$ cat config.mk
export PLATFORM = sky130hd
export DESIGN_NAME = csa_ctrl
export DESIGN_NICKNAME = d
export VERILOG_FILES = /design/src/sv/connection_slot_allocator_defines.svh /design/src/sv/csa_pkg.sv /design/src/sv/csa_ctrl.sv
export SDC_FILE = /design/constraint.sdc
export NUM_CORES = 1
export LEC_CHECK = 0
export BUFFER_PORTS_ARGS = -buffer_cell sky130_fd_sc_hd__buf_4
export CELL_PAD_IN_SITES_DETAIL_PLACEMENT = 1
export CELL_PAD_IN_SITES_GLOBAL_PLACEMENT = 1
export CORE_AREA = 2 2 39 41
export DETAILED_ROUTE_END_ITERATION = 7
export DIE_AREA = 0 0 41 43
export GPL_TIMING_DRIVEN = 0
export PLACE_DENSITY = 0.4
export SLEW_MARGIN = 20
export SYNTH_ARGS = -nofsm -noshare
export SYNTH_HDL_FRONTEND = slang
export SYNTH_SLANG_ARGS = --single-unit
$ cat constraint.sdc
create_clock -name clk -period 1.1 [get_ports clk]
set_input_delay 0.33 -clock clk [delete_from_list [all_inputs] [get_ports clk]]
set_output_delay 0.33 -clock clk [all_outputs]
set_load 0.01 [all_outputs]
$ cat src/sv/connection_slot_allocator_defines.svh
`ifndef CONNECTION_SLOT_ALLOCATOR_DEFINES_SVH
`define CONNECTION_SLOT_ALLOCATOR_DEFINES_SVH

// Assertion helpers. They sample on clk and are switched off while rst_n is low.
`define CSA_ASSERT_IMPLY(label, ante, cons, msg) \
  label: assert property (@(posedge clk) disable iff (!rst_n) (ante) |-> (cons)) \
    else $error(msg);

`define CSA_ASSERT_NEVER(label, cond, msg) \
  label: assert property (@(posedge clk) disable iff (!rst_n) !(cond)) \
    else $error(msg);

`endif

$ cat src/sv/csa_pkg.sv
package csa_pkg;

  localparam int SLOT_COUNT      = 1024;
  localparam int GENERATION_BITS = 16;

  localparam int SLOT_W     = $clog2(SLOT_COUNT);
  localparam int TOP_W      = $clog2(SLOT_COUNT + 1);
  localparam int GEN_W      = GENERATION_BITS;
  localparam int DESC_MEM_W = 1 + SLOT_W + GEN_W;

  typedef enum logic [1:0] {
    OP_ALLOC = 2'd0,
    OP_FREE  = 2'd1,
    OP_CHECK = 2'd2,
    OP_NOP   = 2'd3
  } csa_op_t;

  typedef enum logic [2:0] {
    STS_DONE    = 3'd0,
    STS_RANGE   = 3'd1,
    STS_LIMIT   = 3'd2,
    STS_BUSY    = 3'd3,
    STS_EMPTY   = 3'd4,
    STS_NOTHING = 3'd5
  } csa_status_t;

  typedef struct packed {
    csa_op_t     operation;
    logic [10:0] descriptor;
    logic        handle_valid;
    logic [9:0]  handle_slot;
  } csa_in_t;

  typedef struct packed {
    csa_status_t status;
    logic        stale;
    logic [9:0]  slot;
    logic [15:0] generation;
    logic [10:0] active_count;
  } csa_out_t;

  typedef enum logic [1:0] {
    ST_CLEAR,
    ST_IDLE,
    ST_EXEC
  } csa_state_t;

  typedef struct packed {
    logic capture;
    logic sel_input;
    logic commit;
    logic clear;
  } csa_cmd_t;

  typedef struct packed {
    logic clear_last;
    logic out_stall;
  } csa_sts_t;

endpackage

$ cat src/sv/csa_ctrl.sv
module csa_ctrl import csa_pkg::*; (
  input  logic     clk,
  input  logic     rst_n,
  input  logic     in_valid,
  output logic     in_ready,
  input  csa_sts_t sts,
  output csa_cmd_t cmd
);

  csa_state_t state_r;
  csa_state_t state_nxt;

  always_ff @(posedge clk) begin
    if (!rst_n) begin
      state_r <= ST_CLEAR;
    end else begin
      state_r <= state_nxt;
    end
  end

  always_comb begin
    state_nxt = state_r;
    unique case (state_r)
      ST_CLEAR: begin
        if (sts.clear_last) begin
          state_nxt = ST_IDLE;
        end
      end
      ST_IDLE: begin
        if (in_valid) begin
          state_nxt = ST_EXEC;
        end
      end
      ST_EXEC: begin
        if (!sts.out_stall) begin
          state_nxt = ST_IDLE;
        end
      end
      default: state_nxt = ST_CLEAR;
    endcase
  end

  always_comb begin
    in_ready      = 1'b0;
    cmd           = '0;
    unique case (state_r)
      ST_CLEAR: begin
        cmd.clear = 1'b1;
      end
      ST_IDLE: begin
        in_ready      = 1'b1;
        cmd.sel_input = 1'b1;
        cmd.capture   = in_valid;
      end
      ST_EXEC: begin
        cmd.commit = !sts.out_stall;
      end
      default: begin
        cmd = '0;
      end
    endcase
  end

endmodule

==> summary.md <==
| Metric | Value |
|---|---|
| RSZ-0062 raised after global routing | `yes` |
| Final WS setup | `-0.245 ns` |
| Die height | `43 um` |
| Leakage | `0.148 nW` |
| Final Hold Viols | `0` |
| Die Area | `0.00176 sq mm` |
| Drt via density | `3.64` |
| Fillers | `169` |
| Largest incremental delay on the critical path | `0.35 ns` |
| Maximum capacitance violations | `0` |
| Final RePlAce weighted congestion | `0.556` |
| Clock skew | `0.00197 ns` |
| Core ar. | `0.00138 sq mm` |
| Row cnt | `14` |
| Final Max Tran Viols | `0` |
| Ant diodes | `0` |
| Worst VDD drop | `466 uV` |
| Pin count of the biggest net entering global routing | `8` |
| Hold WC Path Type | `in2reg` |
| Share of layout cells above drive strength 1 | `82.8%` |
| Area growth syn-to-layout | `128%` |
| Status | `finished with violations` |
| Vias in the first global route | `148` |
| Starting density of the core | `9.76%` |
| Max reg flops | `2` |
| Placed insts | `39` |
| Routed WL | `452 um` |
| Drt wl/cell | `10.0 um` |
| Slew @ Worst Pin | `0.205 ns` |
| Antenna violations before repair | `0` |
| CP max stage cell | `dfxtp_4` |
| Crit end category | `output pin` |
| Worst-Skew Late Latency | `0.22 ns` |
| Final setup fails | `5` |
| Final cell count without fillers | `45` |
| CP Cell Sequence | `and2b_2 -> buf_6 -> buf_6` |
| DR DRC count | `0` |
| Crit Path Category | `reg2out` |
| Mapped Area | `135 sq um` |
| Post-Syn Instances | `14` |
| CTS clk-pin slew, worst paths | `0.03 ns` |
| Yosys reg bits | `2` |
| Pre-antenna DRT Iters | `1` |
| Startpoint types | `flip-flop` |
| Die Wd | `41 um` |
| Port bufs | `9` |
| Slew headroom | `86.2%` |
| Nets | `36` |
| Highest Clock Rate | `0.744 GHz` |
| Violated checks | `negative setup slack` |
| GR Overflow Total | `0` |
| Power per cell area | `1180 mW/mm^2` |
| ANT nets after route | `0` |
| Synth Warn # | `0` |
| Clock period minus worst slack | `1.34 ns` |
| Worst EP arrival | `1.01 ns` |
| DR iter-0 viols | `0` |
| Seq/Total Area, Yosys | `29.6%` |
| Crit path top cell by count | `buf_6` |
| Hpwl dp | `284 um` |
| CTS root buf | `clkbuf_4` |
| WP data required | `0.77 ns` |
| Crit share post-route | `122%` |
| Hold_buf cts | `0` |
| Syn_nets | `19` |
| Largest registers | `state_r (2)` |
| Post-synthesis average cell area | `9.65 sq um` |
| I/O Pins | `10` |
| GR Util All Layers | `5.32%` |
| Bufs on Longest Clock Path | `2` |
| Final core occ | `22.2%` |
| Via count | `164` |
| Worst Path Max Fanout | `6` |
| Clk sinks | `2` |
| TritonCTS Buffers | `3` |
| Global-route wire length before repair | `593 um` |
| H-tree levels | `1` |
| CTS tree | `yes` |
| Top reg by flops | `state_r` |
| Post-synth cell types | `12` |
cell usage after synthesis:
| master | instances | area, sq um |
|---|---|---|
| and2_1 | 1 | 6.26 |
| nand4bb_1 | 1 | 11.3 |
| buf_4 | 1 | 7.51 |
| nor3b_1 | 1 | 7.51 |
| and3b_2 | 1 | 10.0 |
| nor2_1 | 2 | 7.51 |
| o21a_1 | 1 | 7.51 |
| and2b_2 | 1 | 8.76 |
| inv_1 | 1 | 3.75 |
| and3b_1 | 1 | 8.76 |
| o41ai_2 | 1 | 16.3 |
| dfxtp_1 | 2 | 40.0 |
through the flow:
step / hold WS [ns] / setup WS, ns / power (W) / area [sq um] / TNS, ns
final: 0.339 / -0.245 / 0.000362 / 308 / -0.803
after global routing: 0.348 / -0.271 / 0.000385 / 308 / -0.995
after CTS: 0.329 / -0.262 / 0.000352 / 278 / -0.942
after detailed placement: 0.565 / -0.148 / 0.000170 / 223 / -0.202
after global placement: 0.554 / -0.135 / 0.000168 / 223 / -0.157
after floorplan: 0.447 / 0.00440 / 0.000126 / 135 / 0
final timing paths:
check | start | endpoint | slack, ns | cells after the start
worst max-delay path | state_r[1]$_SDFFE_PN0P_ | cmd[2] | -0.24 | 3
worst min-delay path | rst_n | state_r[1]$_SDFFE_PN0P_ | 0.34 | 2
worst max register to register | state_r[1]$_SDFFE_PN0P_ | state_r[0]$_SDFFE_PN0P_ | 0.13 | 3
worst min register to register | state_r[0]$_SDFFE_PN0P_ | state_r[0]$_SDFFE_PN0P_ | 0.50 | 1
timing repair:
| action | in CTS | in global routing |
|---|---|---|
| pin swaps | 1 | 3 |
| endpoints found under the setup margin | 5 | 5 |
| gates resized for setup | 7 | 6 |
| gates cloned | 0 | 0 |
| buffers inserted | 2 | 1 |
| endpoints found under the hold margin | 0 | 0 |
worst max-delay path, delay by kind of cell, from the launching register on:
kind | cells | cell delay (ns)
buffers and inverters | 2 | 0.22
AND/OR/NAND/NOR | 1 | 0.23
flip-flops | 1 | 0.35
kinds of logic after synthesis:
kind of cell / count (synthesis) / share of synthesized area, %
flops: 2 / 29.6
buf+inv: 2 / 8.33
simple gates: 8 / 44.5
compound gates: 2 / 17.6
cells in the final DEF (no fill, tap or decap):
cell | synthesis | final
and3b_2 | 1 | 2
inv_1 | 1 | 1
nor3b_2 | 0 | 1
nand4bb_1 | 1 | 1
dfxtp_4 | 0 | 2
buf_4 | 1 | 8
o21a_1 | 1 | 1
nor2_4 | 0 | 1
o41ai_2 | 1 | 1
buf_6 | 0 | 5
nor2_1 | 2 | 1
and2_1 | 1 | 1
clkbuf_4 | 0 | 3
and2b_2 | 1 | 1
routing by layer:
layer	vias to the layer above	track usage (%)	share of wire (%)	wire, um
li1	80	-	-	-
met1	74	7.37	41	185
met2	10	5.63	47	214
met3	0	3.14	12	52
met4	0	4.00	0	0
met5	-	0	0	0
layout make-up:
type	count	area [sq um]	area share [%]
Timing Repair Buffer	12	105	34.1
Tap cell	16	20.0	6.50
Inverter	1	3.75	1.22
Multi-Input combinational cell	10	97.6	31.7
Buffer	1	11.3	3.66
Clock buffer	3	22.5	7.32
Sequential cell	2	47.5	15.4
power by group:
part / internal [W] / leakage (nW) / total, W / switching (W)
Combinational: 0.0000743 / 0.117 / 0.000113 / 0.0000389
Clock: 0.000120 / 0.0138 / 0.000159 / 0.0000388
Sequential: 0.0000790 / 0.0178 / 0.0000904 / 0.0000114
Note: power is estimated with default switching activity, not from simulation.
